**config.mk**
```make
export PLATFORM = sky130hd
export DESIGN_NAME = trial_division_prime_test_core_flat
export DESIGN_NICKNAME = d
export VERILOG_FILES = /design/src/rtl/core/tdpt_pkg.sv /design/src/rtl/core/tdpt_if.sv /design/src/rtl/core/tdpt_ctrl.sv /design/src/rtl/core/tdpt_dp.sv /design/src/rtl/core/trial_division_prime_test_core.sv /design/src/flat_wrapper.sv
export SDC_FILE = /design/constraint.sdc
export NUM_CORES = 1
export LEC_CHECK = 0
export BUFFER_PORTS_ARGS = -buffer_cell sky130_fd_sc_hd__buf_2
export CELL_PAD_IN_SITES_DETAIL_PLACEMENT = 2
export CELL_PAD_IN_SITES_GLOBAL_PLACEMENT = 2
export CORE_MARGIN = 4
export CORE_UTILIZATION = 42
export CTS_CLUSTER_DIAMETER = 60
export DETAILED_ROUTE_END_ITERATION = 8
export PLACE_DENSITY_LB_ADDON = 0.1
export SLEW_MARGIN = 10
export SYNTH_ARGS = -nofsm -noshare
export SYNTH_HDL_FRONTEND = slang
export SYNTH_SLANG_ARGS = --single-unit
```
**constraint.sdc**
```tcl
create_clock -name clock -period 8.7 [get_ports clock]
set_input_delay 1.74 -clock clock [delete_from_list [all_inputs] [get_ports clock]]
set_output_delay 1.74 -clock clock [all_outputs]
set_load 0.03 [all_outputs]
```
**src/rtl/core/tdpt_pkg.sv**
```systemverilog
// Shared constants and controller/datapath handshake types for the
// trial division prime test core. No dependencies.
`timescale 1ns / 1ps
`default_nettype none

package tdpt_pkg;

   localparam int NUMBER_WIDTH_DEFAULT = 32;
   localparam int FIRST_DIVISOR        = 3;
   localparam int DIVISOR_STEP         = 2;
   localparam int SMALLEST_PRIME       = 2;

   typedef struct packed {
      logic load;
      logic start_div;
      logic step_div;
      logic advance;
      logic emit;
      logic verdict;
   } cmd_type;

   typedef struct packed {
      logic even;
      logic is_two;
      logic below_three;
      logic bound_exceeded;
      logic div_last;
      logic rem_zero;
   } status_type;

endpackage

`default_nettype wire

```
**src/rtl/core/tdpt_if.sv**
```systemverilog
// Valid/ready channel interfaces for the request and response words.
// No dependencies.
`timescale 1ns / 1ps
`default_nettype none

interface tdpt_req_if #(
   parameter int NUMBER_WIDTH = 32
);
   logic                    valid;
   logic                    ready;
   logic [NUMBER_WIDTH-1:0] candidate;

   modport source (output valid, output candidate, input ready);
   modport sink (input valid, input candidate, output ready);
endinterface

interface tdpt_rsp_if;
   logic valid;
   logic ready;
   logic is_prime;

   modport source (output valid, output is_prime, input ready);
   modport sink (input valid, input is_prime, output ready);
endinterface

`default_nettype wire

```
**src/rtl/core/tdpt_ctrl.sv**
```systemverilog
// Sequencer for the prime test: classifies the word, loops over divisors
// and hands the verdict to the response register. Depends on tdpt_pkg.
`timescale 1ns / 1ps
`default_nettype none

module tdpt_ctrl (
   input  wire                  clock,
   input  wire                  reset,
   input  wire                  req_valid,
   output logic                 req_ready,
   input  wire                  rsp_ready,
   output logic                 rsp_valid,
   input  tdpt_pkg::status_type status,
   output tdpt_pkg::cmd_type    cmd
);

   localparam logic [2:0] S_IDLE     = 3'd0;
   localparam logic [2:0] S_CLASSIFY = 3'd1;
   localparam logic [2:0] S_BOUND    = 3'd2;
   localparam logic [2:0] S_DIVIDE   = 3'd3;
   localparam logic [2:0] S_TEST     = 3'd4;
   localparam logic [2:0] S_FINISH   = 3'd5;

   logic [2:0] state_ff;
   logic [2:0] state_in;
   logic       verdict_ff;
   logic       verdict_in;
   logic       rsp_valid_ff;
   logic       rsp_valid_in;

   always_comb begin
      state_in   = state_ff;
      verdict_in = verdict_ff;
      cmd        = '0;
      case (state_ff)
         S_IDLE: begin
            if (req_valid) begin
               cmd.load = 1'b1;
               state_in = S_CLASSIFY;
            end
         end
         S_CLASSIFY: begin
            if (status.even) begin
               verdict_in = status.is_two;
               state_in   = S_FINISH;
            end else if (status.below_three) begin
               verdict_in = 1'b0;
               state_in   = S_FINISH;
            end else begin
               state_in = S_BOUND;
            end
         end
         S_BOUND: begin
            if (status.bound_exceeded) begin
               verdict_in = 1'b1;
               state_in   = S_FINISH;
            end else begin
               cmd.start_div = 1'b1;
               state_in      = S_DIVIDE;
            end
         end
         S_DIVIDE: begin
            cmd.step_div = 1'b1;
            if (status.div_last) begin
               state_in = S_TEST;
            end
         end
         S_TEST: begin
            if (status.rem_zero) begin
               verdict_in = 1'b0;
               state_in   = S_FINISH;
            end else begin
               cmd.advance = 1'b1;
               state_in    = S_BOUND;
            end
         end
         S_FINISH: begin
            if (!rsp_valid_ff || rsp_ready) begin
               cmd.emit = 1'b1;
               state_in = S_IDLE;
            end
         end
         default: begin
            state_in = S_IDLE;
         end
      endcase
      cmd.verdict = verdict_ff;
   end

   always_comb begin
      if (cmd.emit) begin
         rsp_valid_in = 1'b1;
      end else if (rsp_ready) begin
         rsp_valid_in = 1'b0;
      end else begin
         rsp_valid_in = rsp_valid_ff;
      end
   end

   always_ff @(posedge clock) begin
      if (reset) begin
         state_ff     <= S_IDLE;
         verdict_ff   <= 1'b0;
         rsp_valid_ff <= 1'b0;
      end else begin
         state_ff     <= state_in;
         verdict_ff   <= verdict_in;
         rsp_valid_ff <= rsp_valid_in;
      end
   end

   assign req_ready = (state_ff == S_IDLE);
   assign rsp_valid = rsp_valid_ff;

endmodule

`default_nettype wire

```
**src/rtl/core/tdpt_dp.sv**
```systemverilog
// Datapath: candidate, divisor, running divisor square, bit-serial
// restoring remainder unit and response register. Depends on tdpt_pkg.
`timescale 1ns / 1ps
`default_nettype none

module tdpt_dp #(
   parameter int NUMBER_WIDTH = tdpt_pkg::NUMBER_WIDTH_DEFAULT
) (
   input  wire                     clock,
   input  wire [NUMBER_WIDTH-1:0]  candidate,
   input  tdpt_pkg::cmd_type       cmd,
   output tdpt_pkg::status_type    status,
   output logic                    is_prime
);

   localparam int SqWidth  = NUMBER_WIDTH + 2;
   localparam int CntWidth = $clog2(NUMBER_WIDTH + 1);

   logic [NUMBER_WIDTH-1:0] n_ff;
   logic [NUMBER_WIDTH-1:0] n_in;
   logic [NUMBER_WIDTH-1:0] d_ff;
   logic [NUMBER_WIDTH-1:0] d_in;
   logic [SqWidth-1:0]      sq_ff;
   logic [SqWidth-1:0]      sq_in;
   logic [NUMBER_WIDTH-1:0] rem_ff;
   logic [NUMBER_WIDTH-1:0] rem_in;
   logic [NUMBER_WIDTH-1:0] sh_ff;
   logic [NUMBER_WIDTH-1:0] sh_in;
   logic [CntWidth-1:0]     cnt_ff;
   logic [CntWidth-1:0]     cnt_in;
   logic                    is_prime_ff;
   logic                    is_prime_in;
   logic [NUMBER_WIDTH:0]   trial;
   logic [NUMBER_WIDTH:0]   d_ext;

   assign trial = {rem_ff, sh_ff[NUMBER_WIDTH-1]};
   assign d_ext = {1'b0, d_ff};

   always_comb begin
      n_in        = n_ff;
      d_in        = d_ff;
      sq_in       = sq_ff;
      rem_in      = rem_ff;
      sh_in       = sh_ff;
      cnt_in      = cnt_ff;
      is_prime_in = is_prime_ff;
      if (cmd.load) begin
         n_in  = candidate;
         d_in  = NUMBER_WIDTH'(tdpt_pkg::FIRST_DIVISOR);
         sq_in = SqWidth'(tdpt_pkg::FIRST_DIVISOR * tdpt_pkg::FIRST_DIVISOR);
      end
      if (cmd.start_div) begin
         rem_in = '0;
         sh_in  = n_ff;
         cnt_in = CntWidth'(NUMBER_WIDTH);
      end
      if (cmd.step_div) begin
         if (trial >= d_ext) begin
            rem_in = NUMBER_WIDTH'(trial - d_ext);
         end else begin
            rem_in = trial[NUMBER_WIDTH-1:0];
         end
         sh_in  = {sh_ff[NUMBER_WIDTH-2:0], 1'b0};
         cnt_in = cnt_ff - CntWidth'(1);
      end
      if (cmd.advance) begin
         d_in  = d_ff + NUMBER_WIDTH'(tdpt_pkg::DIVISOR_STEP);
         sq_in = sq_ff + {d_ff, 2'b00} + SqWidth'(4);
      end
      if (cmd.emit) begin
         is_prime_in = cmd.verdict;
      end
   end

   always_ff @(posedge clock) begin
      n_ff        <= n_in;
      d_ff        <= d_in;
      sq_ff       <= sq_in;
      rem_ff      <= rem_in;
      sh_ff       <= sh_in;
      cnt_ff      <= cnt_in;
      is_prime_ff <= is_prime_in;
   end

   assign status.even           = ~n_ff[0];
   assign status.is_two         = (n_ff == NUMBER_WIDTH'(tdpt_pkg::SMALLEST_PRIME));
   assign status.below_three    = (n_ff < NUMBER_WIDTH'(tdpt_pkg::FIRST_DIVISOR));
   assign status.bound_exceeded = (sq_ff > {2'b00, n_ff});
   assign status.div_last       = (cnt_ff == CntWidth'(1));
   assign status.rem_zero       = (rem_ff == '0);
   assign is_prime              = is_prime_ff;

endmodule

`default_nettype wire

```
**src/rtl/core/trial_division_prime_test_core.sv**
```systemverilog
// Trial division prime test: one word in, one prime flag out.
// Even words and words below three are decided in the classify step, without trial division.
// Other odd words repeat a bound check, a bit-serial remainder and a zero test for each odd
// divisor tried, plus one final bound check for a prime; up to about 2^(NUMBER_WIDTH/2 - 1)
// odd divisors are tried. One word in flight; reset clears control.
`timescale 1ns / 1ps
`default_nettype none

module trial_division_prime_test_core #(
   parameter int NUMBER_WIDTH = tdpt_pkg::NUMBER_WIDTH_DEFAULT
) (
   input  wire        clock,
   input  wire        reset,
   tdpt_req_if.sink   req_ch,
   tdpt_rsp_if.source rsp_ch
);

   tdpt_pkg::cmd_type    cmd;
   tdpt_pkg::status_type status;
   logic                 req_ready;
   logic                 rsp_valid;
   logic                 is_prime;

   tdpt_ctrl u_ctrl (
      .clock     (clock),
      .reset     (reset),
      .req_valid (req_ch.valid),
      .req_ready (req_ready),
      .rsp_ready (rsp_ch.ready),
      .rsp_valid (rsp_valid),
      .status    (status),
      .cmd       (cmd)
   );

   tdpt_dp #(
      .NUMBER_WIDTH (NUMBER_WIDTH)
   ) u_dp (
      .clock     (clock),
      .candidate (req_ch.candidate),
      .cmd       (cmd),
      .status    (status),
      .is_prime  (is_prime)
   );

   assign req_ch.ready    = req_ready;
   assign rsp_ch.valid    = rsp_valid;
   assign rsp_ch.is_prime = is_prime;

endmodule

`default_nettype wire

```
**src/flat_wrapper.sv**
```systemverilog
// flat-port wrapper written by rule: the top's interface ports become plain ports
module trial_division_prime_test_core_flat 
#(
   parameter int NUMBER_WIDTH = tdpt_pkg::NUMBER_WIDTH_DEFAULT
)
  (clock, reset, req_ch_valid, req_ch_candidate, req_ch_ready, rsp_ch_valid, rsp_ch_is_prime, rsp_ch_ready);
  tdpt_req_if #(.NUMBER_WIDTH(NUMBER_WIDTH)) req_ch_i ();
  tdpt_rsp_if rsp_ch_i ();
  input  wire clock;
  input  wire reset;
  input wire logic [$bits(req_ch_i.valid)-1:0] req_ch_valid;
  input wire logic [$bits(req_ch_i.candidate)-1:0] req_ch_candidate;
  output wire logic [$bits(req_ch_i.ready)-1:0] req_ch_ready;
  output wire logic [$bits(rsp_ch_i.valid)-1:0] rsp_ch_valid;
  output wire logic [$bits(rsp_ch_i.is_prime)-1:0] rsp_ch_is_prime;
  input wire logic [$bits(rsp_ch_i.ready)-1:0] rsp_ch_ready;
  assign req_ch_i.valid = req_ch_valid;
  assign req_ch_i.candidate = req_ch_candidate;
  assign req_ch_ready = req_ch_i.ready;
  assign rsp_ch_valid = rsp_ch_i.valid;
  assign rsp_ch_is_prime = rsp_ch_i.is_prime;
  assign rsp_ch_i.ready = rsp_ch_ready;
  trial_division_prime_test_core #(.NUMBER_WIDTH(NUMBER_WIDTH)) u_core (.clock(clock), .reset(reset), .req_ch(req_ch_i), .rsp_ch(rsp_ch_i));
endmodule
```
# After elaboration in Yosys (flattened, before gate mapping)
# Index checks and enable logic that the tools add are counted.
[word_totals]
regBits = 174
in_bits = 36
out_inout_bits = 3
wordCells = 77
[op_classes]
add_sub_neg = 5
magnitude_cmp = 3
n_eq_ne = 13
muxes = 35
reduce_logical = 10
[ops]
columns = ["op", "n"]
rows = [
  ["$mux W32", 7],
  ["$mux W34", 2],
  ["$add A34 B3 Y34 const B", 1],
  ["$add A34 B34 Y34", 1],
  ["$gt A34 B32 Y1", 1],
  ["$ge A33 B32 Y1", 1],
  ["$add A32 B2 Y32 const B", 1],
  ["$eq A32 B2 Y1 const B", 1],
  ["$logic_not A32 Y1", 1],
  ["$lt A32 B2 Y1 const B", 1],
  ["$sub A32 B32 Y32", 1],
  ["$mux W3", 7],
  ["$pmux W3 S6", 1],
  ["$mux W1", 15],
  ["$mux W6", 2],
  ["$eq A3 B2 Y1 const B", 2],
  ["$eq A3 B3 Y1 const B", 2],
  ["$eq A6 B1 Y1 const B", 1],
  ["$ne A2 B1 Y1 const B", 3],
  ["$reduce_bool A2 Y1", 3],
  ["$sub A6 B1 Y6 const B", 1],
  ["$ne A2 B2 Y1 const B", 2],
  ["$reduce_and A4 Y1", 1],
  ["$eq A3 B1 Y1 const B", 1],
  ["other kinds (7)", 7],
]

# Logic depth before layout (Yosys ltp)
# Gate-level depths: netlist (run 1).
[depth]
word_depth = 5
ltp_mapped = 13
ltp_nobuf = 11

# Cells and area by module
# Synthesis (run 1) repeated with hierarchy kept, for this count alone.
[hier_totals]
hier_cells = 1198
hier_area_um2 = 12184.2
[modules_own_cells]
columns = ["module", "instances", "cells_per_inst", "area_each_um2", "seq_area_each_um2"]
rows = [
  ["tdpt_dp", 1, 1144, 11702.5, 4944.7],
  ["tdpt_ctrl", 1, 54, 481.7, 100.1],
]

# Least setup slack after synthesis (run 1)
# OpenSTA, ideal clock, no wires.
[synth_timing]
path_type = "reg-to-reg"
startpoint = "register u_core.u_dp.n_ff[4]"
endpoint = "register u_core.u_dp.cnt_ff[0], enable pin"
setup_ns = 0.591
arrival_ns = 6.481
required_ns = 8.109
slack_ns = 1.628
path_stages_with_launch = 10
n_path_buf = 0
period_less_slack_ns = 7.072
path_cell_list = "edfxtp_1 > inv_1 > ha_1 > a21oi_1 > nor2b_1 > o31a_1 > o311a_1 > nor3_1 > nor2_1 > o21ai_0"
[synth_between]
elab_chain_len = 4
[synth_rtl]
columns = ["element", "line_no", "text"]
rows = [
  ["start, declared", "tdpt_dp.sv:19", "logic [NUMBER_WIDTH-1:0] n_ff;"],
  ["start signal, assigned", "tdpt_dp.sv:76", "n_ff <= n_in;"],
  ["$gt A34 B32 Y1", "tdpt_dp.sv:88", "assign status.bound_exceeded = (sq_ff > {2'b00, n_ff});"],
  ["$mux W1", "tdpt_ctrl.sv:54", "if (status.bound_exceeded) begin"],
  ["$mux W1", "tdpt_ctrl.sv:35", "case (state_ff)"],
  ["$reduce_bool A2 Y1 (no line)", "--", ""],
  ["end signal, assigned", "tdpt_dp.sv:81", "cnt_ff <= cnt_in;"],
  ["end, declared", "tdpt_dp.sv:29", "logic [CntWidth-1:0] cnt_ff;"],
]
# Every way passes these cells.
# A chain may end at the register's enable or synchronous reset.

# Worst setup path after layout (run 1)
[layout_timing]
startpoint = "register u_core.u_dp.d_ff[4]"
endpoint = "register u_core.u_dp.rem_ff[31] (data pin)"
[layout_between]
elab_chain_len = 3
elab_cells_between_ends = 4
cone_classes = "1 x add/sub; 1 x order compare; 2 x mux"
[layout_rtl]
columns = ["element", "line_no", "text"]
rows = [
  ["start, declared", "tdpt_dp.sv:21", "logic [NUMBER_WIDTH-1:0] d_ff;"],
  ["start signal, assigned", "tdpt_dp.sv:77", "d_ff <= d_in;"],
  ["$sub A32 B32 Y32 / $ge A33 B32 Y1 (equally long branches)", "tdpt_dp.sv:59, tdpt_dp.sv:58", ""],
  ["$mux W32 *", "tdpt_dp.sv:58", "if (trial >= d_ext) begin"],
  ["$mux W32 *", "tdpt_dp.sv:57", "if (cmd.step_div) begin"],
  ["end signal, assigned", "tdpt_dp.sv:79", "rem_ff <= rem_in;"],
  ["end, declared", "tdpt_dp.sv:25", "logic [NUMBER_WIDTH-1:0] rem_ff;"],
]
# Every way passes the cells marked *; elsewhere a longest branch is shown, timed or not.

==> results of run 1 <==
## routing by layer
layer	up-vias	wire [um]	GRT usage
li1	4286	-	-
met3	27	928	0.03642
met1	4567	15280	0.2946
met5	-	0	0
met4	0	486	0.05121
met2	113	17700	0.4094
## cell families (layout without fill, tap and decap cells)
| kind of cell | count (synthesis) | count (layout) |
|---|---|---|
| AOI/OAI and AO/OA | 273 | 273 |
| DFF | 170 | 170 |
| and+or+nand+nor | 364 | 364 |
| xor gates and xnor gates | 85 | 85 |
| muxes | 11 | 11 |
| adders and majority gates | 125 | 125 |
| buffers and inverters | 113 | 161 |
## final timing paths
| path | from | to | slack, ns | depth (start not counted) |
|---|---|---|---|---|
| max reg2reg | u_core.u_dp.d_ff[4]$_SDFFCE_PN0P_ | u_core.u_dp.rem_ff[31]$_SDFFCE_PN0P_ | 5.01 | 11 |
| max | u_core.u_dp.d_ff[4]$_SDFFCE_PN0P_ | u_core.u_dp.rem_ff[31]$_SDFFCE_PN0P_ | 5.01 | 11 |
| min reg2reg | u_core.u_ctrl.verdict_ff$_SDFFE_PP0P_ | u_core.u_dp.is_prime$_DFFE_PP_ | 0.45 | 0 |
| min | u_core.u_ctrl.verdict_ff$_SDFFE_PP0P_ | u_core.u_dp.is_prime$_DFFE_PP_ | 0.45 | 0 |
## power breakdown
part	internal (mW)	switching, mW
sequential	1.24	0.241
clock	0.384	0.388
combinational	1.08	1.74
total	2.71	2.37
## final cells by class
cell class | count | area, um^2
fillers | 2845 | 14310
multi-input cells | 858 | 6028
flip-flops and latches | 170 | 5045
well taps | 341 | 426.7
clock buffers | 17 | 425.4
inverters | 82 | 307.8
repair buffers | 47 | 257.7
clock inverters | 15 | 151.4
## synth_stat cells, types with 4 or more instances
cell type and number:
nor2_1 118, a21oi_1 87, buf_2 7, dfxtp_1 6, and2_1 8, a211oi_1 8
nor4_1 21, ha_1 123, nand2_1 83, clkbuf_1 21, o31ai_1 6, nand2b_1 6
mux2i_1 11, xnor2_1 66, a21boi_0 6, nor3_1 29, edfxtp_1 164, a31oi_1 9
nor2b_1 12, inv_1 82, o21bai_1 6, and3_1 19, nand4_1 18, a31o_2 4
a22o_1 31, nand3_1 26, o211ai_1 6, or3_1 5, or2_2 5, xor2_1 19
o21ai_0 38, o21a_1 7, a21o_1 30
## state kept, by name, summed over array words and instances, names as in the netlist
| register | flops |
|---|---|
| u_core.u_dp.rem_ff | 32 |
| u_core.u_ctrl.state_ff | 3 |
| u_core.u_dp.cnt_ff | 6 |
| u_core.u_dp.n_ff | 32 |
| u_core.u_ctrl.verdict_ff | 1 |
| u_core.u_ctrl.rsp_valid | 1 |
| u_core.u_dp.sq_ff | 31 |
| u_core.u_dp.sh_ff | 32 |
| u_core.u_dp.d_ff | 31 |
| u_core.u_dp.is_prime | 1 |
## critical path, cell delays in order, from the launching register on
cell,delay (ns)
edfxtp_1,0.45
inv_1,0.19
ha_1,0.33
and3_1,0.23
a221oi_2,0.43
o21ai_2,0.14
a31o_4,0.30
o2111a_1,0.27
nor2_1,0.18
a21o_1,0.64
nor2_1,0.09
a31o_2,0.22
==> results.md, run 1 <==
* N_diodes at 0
* Number of unique standard cell types used by synthesis at 67
* Accumulated negative setup slack at 0 ns
* Global Route Usage Sum at 0.2297
* Gp weighted congestion at slightly above 0.8
* Max Cap Viol at 0
* Mapped Cells at ~1,100
* Cells taking the most area after synthesis: edfxtp_1, ha_1, xnor2_1
* Xor/xnor cell area share of the yosys netlist at 0.06480
* Detailed router's first-iteration violation count at 433
* Type of element launching the critical path: flip-flop
* Worst slew slack as a fraction of its limit at 0.3120
* Routed len/inst at between 20 and 25 um
* Critical Path End Type: flip-flop
* Resized Gates After CTS at 0
* Post-Synthesis Net Count at 1,302
* Worst endpoint required time at ~8.9 ns
* Post-layout net count at about 1,300
* Worst Slack Setup Final at around 5 ns
* Vias in the first global route at around 9,900
* Sequential-to-total area share from yosys stat at 0.4391
* Post-synthesis compound-gate area fraction at 0.1601
* Setup repair after global routing missed its margin: false
* Total global routing overflow at 0
* Post-CTS setup buffer count at 0
* Async S/R FF share, synth at 0
* Share of cell area taken by muxes after synthesis at 0.009584
* Commonest non-fill, non-tap cell in the layout: edfxtp_1
* Post-synthesis share of cell area spent on and, or, nand and nor gates at 0.1506
* Share of final-layout standard cells stronger than drive strength 1 at 0.08495
* Critical path fanouts, max at 22
* Antenna violations before repair at 0
* Number of setup violations in the final report at 0
* Hold Worst Slack at around 0.45 ns
* Placement-stage cell area at 12,070 um^2
* CTS clk-pin slew, worst paths at 0.08 ns
* Fin area at ~13,000 um^2
* Wire length after detailed routing at around 34,000 um
* P per Cell Area at roughly 400 nW/um^2
* Dominant combinational cell family by area after synthesis: compound AO/OA/AOI/OAI gates
* Mapped Avg Cell Area at 10.07 um^2
* Leakage power figure at 5.158 nW
* Die width at ~170 um
* Number of cells in the finished layout apart from fillers at roughly 1,500
* Area added between synthesis and finish at 10.04%
* Number of enable-type register cells in the synthesized netlist at between 150 and 200
* HPWL after DPL at 25,570 um
* Critical Path AT at approximately 3.9 ns
* Placed Cells incl. Taps at roughly 1,500
* Transition at the pin with the smallest max-transition slack at between 1 and 1.5 ns
* Max Transition Viols Final at 0
* Total Power Consumption at around 5 mW
* Primary flip-flop cell chosen by synthesis mapping: edfxtp_1
* Number of port buffers at 38
* Yosys top cell by area: edfxtp_1
* Number of buffers inserted by hold repair at cts at 0
* Clock tree buffer depth at 2
* Number of hold violations in the final report at 0
* Number of vias per cell after detailed routing at around 5.9
* Initial standard-cell utilization of the core at 0.4263
* CTS tree: yes
* Part of the cycle the worst path needs at 0.4247
* Root cell of the clock tree: clkbuf_16
* Routed via count at 8,993
* Class of the tightest hold or removal check: reg2reg
* Flops & latches, synth at 170
* Insertion delay to the later sink of the worst-skew pair at ~0.45 ns
* DRC at 0
* Highest Clock Rate at 270.6 MHz
* Die Span Y at approximately 170 um
* Die Footprint at between 30,000 and 40,000 um^2
* Post-synth design cell area at around 11,000 um^2
* Proportion of netlist area held by the largest area contributor at 0.4287
* Routed Antenna Nets at 0
* First-pass GRT wire length at about 55,000 um
* Setup CP Type: reg2reg
* Number of top-level pins at 39
* CORE AREA at around 27,000 um^2
* Post-synthesis share of cell area spent on full adders, half adders and majority gates at 0.1374
* Min Clock Period, post-route at around 3.7 ns
* Yosys synthesis warning count at 0
* H-tree lvl count at 4
* VDD IR max at about 0.17 mV
* Result of the run: finished clean
* Pin count of the biggest net entering global routing at 70
* Pre-CTS WS at ~5 ns
* Count of TritonRoute iterations in the first routing pass at 6
* Commonest non-fill, non-tap cells in the layout: edfxtp_1, ha_1, nor2_1
* Inserted Clock Buffers at 17
* Clock tree skew after final layout at about 0.025 ns
* Number of core rows at 60
* End-of-flow core utilization at 0.4691
* CTS sink count at 170
Note: power is estimated with default switching activity, not from simulation.
==> run 2, diff against run 1 <==
- ABC_AREA: unset -> 1
- CORE_UTILIZATION: 42 -> 35
- clock period: 8.7 -> 3 ns (I/O delays scaled with it)
==> run 2 against run 1 <==
  * Fmax is 30% higher
  * Clock power increased to 2.8 times the previous value
  * Die area up 30%
  * Power grew to 2.6 times the previous value
  * Flip-flop and latch count stayed put
  * Critical path depth up 1
  * Via count is 28% higher
  * Highest routed layer is now met5
==> results.md, run 2 <==
* Multi-input logic area at 6599 um^2 (+9.5%)
* NetSw at 6.422 mW (+170%)
* HPWL after DPL at 34,660 um (+36%)
* Highest Clock Rate at 352.1 MHz (+30%)
* Internal power consumption at 6.972 mW (+160%)
* Post-synth design cell area at 12,590 um^2 (+9.6%)
* Type of element launching the critical path: flip-flop
* CORE AREA at 35,480 um^2 (+32%)
* Biggest registers after layout: u_core.u_dp.n_ff x32, u_core.u_dp.rem_ff x32, u_core.u_dp.sh_ff x32
* Number of port buffers at 38 (unchanged)
* Global Route Usage Sum at 0.2283 (-0.001381)
* CTS sink count at 170 (unchanged)
* Critical Path AT at 3.05 ns (-0.85 ns)
* Number of top-level pins at 39 (unchanged)
* Gp weighted congestion at 0.8726 (+7.0%)
* Worst reg2reg path depth at 12 (+1)
* Worst slew slack as a fraction of its limit at 0.4134 (+0.1014)
* Area added between synthesis and finish at 15.15%
* H-tree lvl count at 4 (unchanged)
* Flop2flop setup slack at 0.16 ns (-4.85 ns)
* Commonest non-fill, non-tap cells in the layout: nand2_1, inv_1, nor2_1
* Result of the run: finished clean
* Routed Antenna Nets at 0 (unchanged)
* CTS tree: yes
* Primary flip-flop cell chosen by synthesis mapping: edfxtp_1
* Cells taking the most area after synthesis: edfxtp_1, ha_1, nand2_1
* Fill cell instance count of the final layout at 4,103 (+44%)
* Detailed router's first-iteration violation count at 513 (+18%)
* Max Cap Viol at 0 (unchanged)
* Max Transition Viols Final at 0 (unchanged)
* Async S/R FF share, synth at 0 (unchanged)
* Sequential power share at 0.274 (-0.018)
* Number of core rows at 69 (+15%)
* Routed len/inst at 20.40 um (-9.3%)
* Commonest non-fill, non-tap cell in the layout: nand2_1
* Transition at the pin with the smallest max-transition slack at 0.8718 ns (-0.1601 ns)
* Setup CP Type: reg2reg
* Proportion of netlist area held by the largest area contributor at 0.3912 (-0.03745)
* Routed via count at 11,490 (+28%)
* Yosys synthesis warning count at 0 (unchanged)
* Die Span Y at 197.7 um (+14%)
* Flops & latches, synth at 170 (unchanged)
* Number of unique standard cell types used by synthesis at 47 (-30%)
* Share of final-layout standard cells stronger than drive strength 1 at 0.1092 (+0.02423)
* Sequential-to-total area share from yosys stat at 0.4008 (-0.03836)
* First-pass GRT wire length at 70,020 um (+27%)
* Min Clock Period, post-route at 2.840 ns (-0.8546 ns)
* Clock tree buffer depth at 2 (unchanged)
* Worst endpoint required time at 3.21 ns (-5.70 ns)
* Setup repair after global routing missed its margin: false
* CTS clk-pin slew, worst paths at 0.08 ns (about the same)
* Inserted Clock Buffers at 17 (unchanged)
* Proportion of power drawn by combinational gates at 0.562 (+0.006)
* N_diodes at 0 (unchanged)
* Clk network pwr share at 0.164 (+0.012)
* DRC at 0 (unchanged)
* Root cell of the clock tree: clkbuf_16
* Post-Synthesis Net Count at 1,761 (+35%)
* Count of TritonRoute iterations in the first routing pass at 5 (-1)
* Class of the tightest hold or removal check: in2reg
* Die width at 197.7 um (+14%)
* P per Cell Area at 924.0 nW/um^2 (+130%)
* VDD IR max at 0.4573 mV (+160%)
* Number of enable-type register cells in the synthesized netlist at 164 (unchanged)
* Critical path fanouts, max at 32 (+45%)
* Yosys top cell by area: edfxtp_1
* Number of setup violations in the final report at 0 (unchanged)
* Area taken by flip-flops and latches at 5045 um^2 (unchanged)
* Wire length after detailed routing at 44,530 um (+29%)
* Number of buffers inserted by hold repair at cts at 0 (unchanged)
* Die Footprint at 39,070 um^2 (+30%)
* Critical Path End Type: flip-flop
* Number of vias per cell after detailed routing at 5.262 (-10%)
* Most frequent cells after synthesis: nand2_1, inv_1, nor2_1
* Number of hold violations in the final report at 0 (unchanged)
* Clock tree skew after final layout at 0.01313 ns (-0.01207 ns)
* Mapped Avg Cell Area at 7.868 um^2 (-22%)
* Total global routing overflow at 0 (unchanged)
* Antenna violations before repair at 1 (+1)
* Post-layout net count at 1,870 (+40%)
* Switching fraction of total power at 0.4795 (+0.01294)
* Part of the cycle the worst path needs at 0.9468 (+0.5221)
* Accumulated negative setup slack at 0 ns (unchanged)
* Initial standard-cell utilization of the core at 0.3548 (-0.07150)
* Most numerous cell in the Yosys netlist: nand2_1
* Hold Worst Slack at 0.3161 ns (-0.1330 ns)
* Insertion delay to the later sink of the worst-skew pair at 0.46 ns (about the same)
* Pin count of the biggest net entering global routing at 68 (-2.9%)
* Leakage power figure at 6.442 nW (+25%)
* Worst hold path stage count at 1 (+1)
* Mapped Cells at 1,600 (+40%)
* Vias in the first global route at 12,470 (+26%)
==> run 2: cell types whose count changed in the layout (fill, tap and decap cells not counted), sizes merged, moves of 19 or more <==
cell and change:
nand2 +267, inv +140, nor2 +95, nand3 +86, buf +68, xnor2 -63
o21ai +60, a21oi +42, a22o -31, a21o -24, and3 -19, nand4 +19
==> run 2: worst paths after layout <==
kind,start,to
hold reg to reg,u_core.u_ctrl.verdict_ff$_SDFFE_PP0P_,u_core.u_dp.is_prime$_DFFE_PP_
setup / recovery,u_core.u_dp.sq_ff[17]$_SDFFCE_PN0P_,u_core.u_dp.sh_ff[31]$_DFFE_PP_
hold / removal,req_ch_candidate[31],u_core.u_dp.n_ff[31]$_DFFE_PP_
setup reg to reg,u_core.u_dp.sq_ff[17]$_SDFFCE_PN0P_,u_core.u_dp.sh_ff[31]$_DFFE_PP_
==> run 2: power groups by stage <==
stage	logic, mW	clock network (mW)	registers (mW)
3_3_place_gp	7.11	0	3.70
3_5_place_dp	7.42	0	3.73
6_report	7.53	2.19	3.67
4_1_cts	7.50	2.23	3.68
5_1_grt	8.52	2.32	3.73
2_1_floorplan	4.73	0	3.65
==> run 2: cells by family after synthesis <==
| kind of cell | after synthesis | synth area share |
|---|---|---|
| flops | 170 | 0.4008 |
| fa+ha+maj | 125 | 0.1254 |
| compound gates | 266 | 0.1143 |
| buf+inv | 257 | 0.08061 |
| simple gates | 753 | 0.2587 |
| xor+xnor | 29 | 0.02018 |
==> run 2: layout make-up <==
class / instances / area share
Clock buffer: 21 / 0.03038
Clock inverter: 11 / 0.006819
Inverter: 231 / 0.05982
Tap cell: 461 / 0.03979
Timing Repair Buffer: 115 / 0.05990
Sequential cell: 170 / 0.3480
Multi-Input combinational cell: 1174 / 0.4552
==> run 2: timing repair <==
action	in CTS	in global routing
endpoints found under the setup margin	20	58
buffers inserted	0	1
gates resized for setup	1	7
gates cloned	0	1
pin swaps	0	2
==> run 2: critical path, stage by stage (launching register included) <==
cell	delay, ns
edfxtp_1	0.44
ha_1	0.32
nand2_1	0.08
nor2_1	0.26
nand3_1	0.16
nor3_1	0.22
nand3_1	0.13
nand3_1	0.17
nand2_1	0.12
nand2_1	0.15
buf_12	0.19
o21ai_0	0.12
buf_4	0.19
==> run 2: metal layers <==
layer / up-vias / share of wire / routed length [um] / GRT usage
li1: 5600 / - / - / -
met1: 5764 / 0.47 / 20960 / 0.3011
met2: 93 / 0.50 / 22090 / 0.4002
met3: 28 / 0.023 / 1030 / 0.03667
met4: 2 / 0.0098 / 438 / 0.04234
met5: - / 0.00029 / 13 / 0
==> run 2: per-stage QoR <==
step,std cells,power [mW],util,setup WS [ns],instance area [um^2]
after global routing,2183,14.57,0.4085,0.001493,14500
after floorplan,1600,8.372,-,0.03350,12600
after CTS,2181,13.42,0.4069,0.02991,14440
final,2183,13.39,0.4085,0.1597,14500
after global placement,2149,10.81,0.3917,0.1718,13900
after detailed placement,2149,11.14,0.3917,0.07328,13900
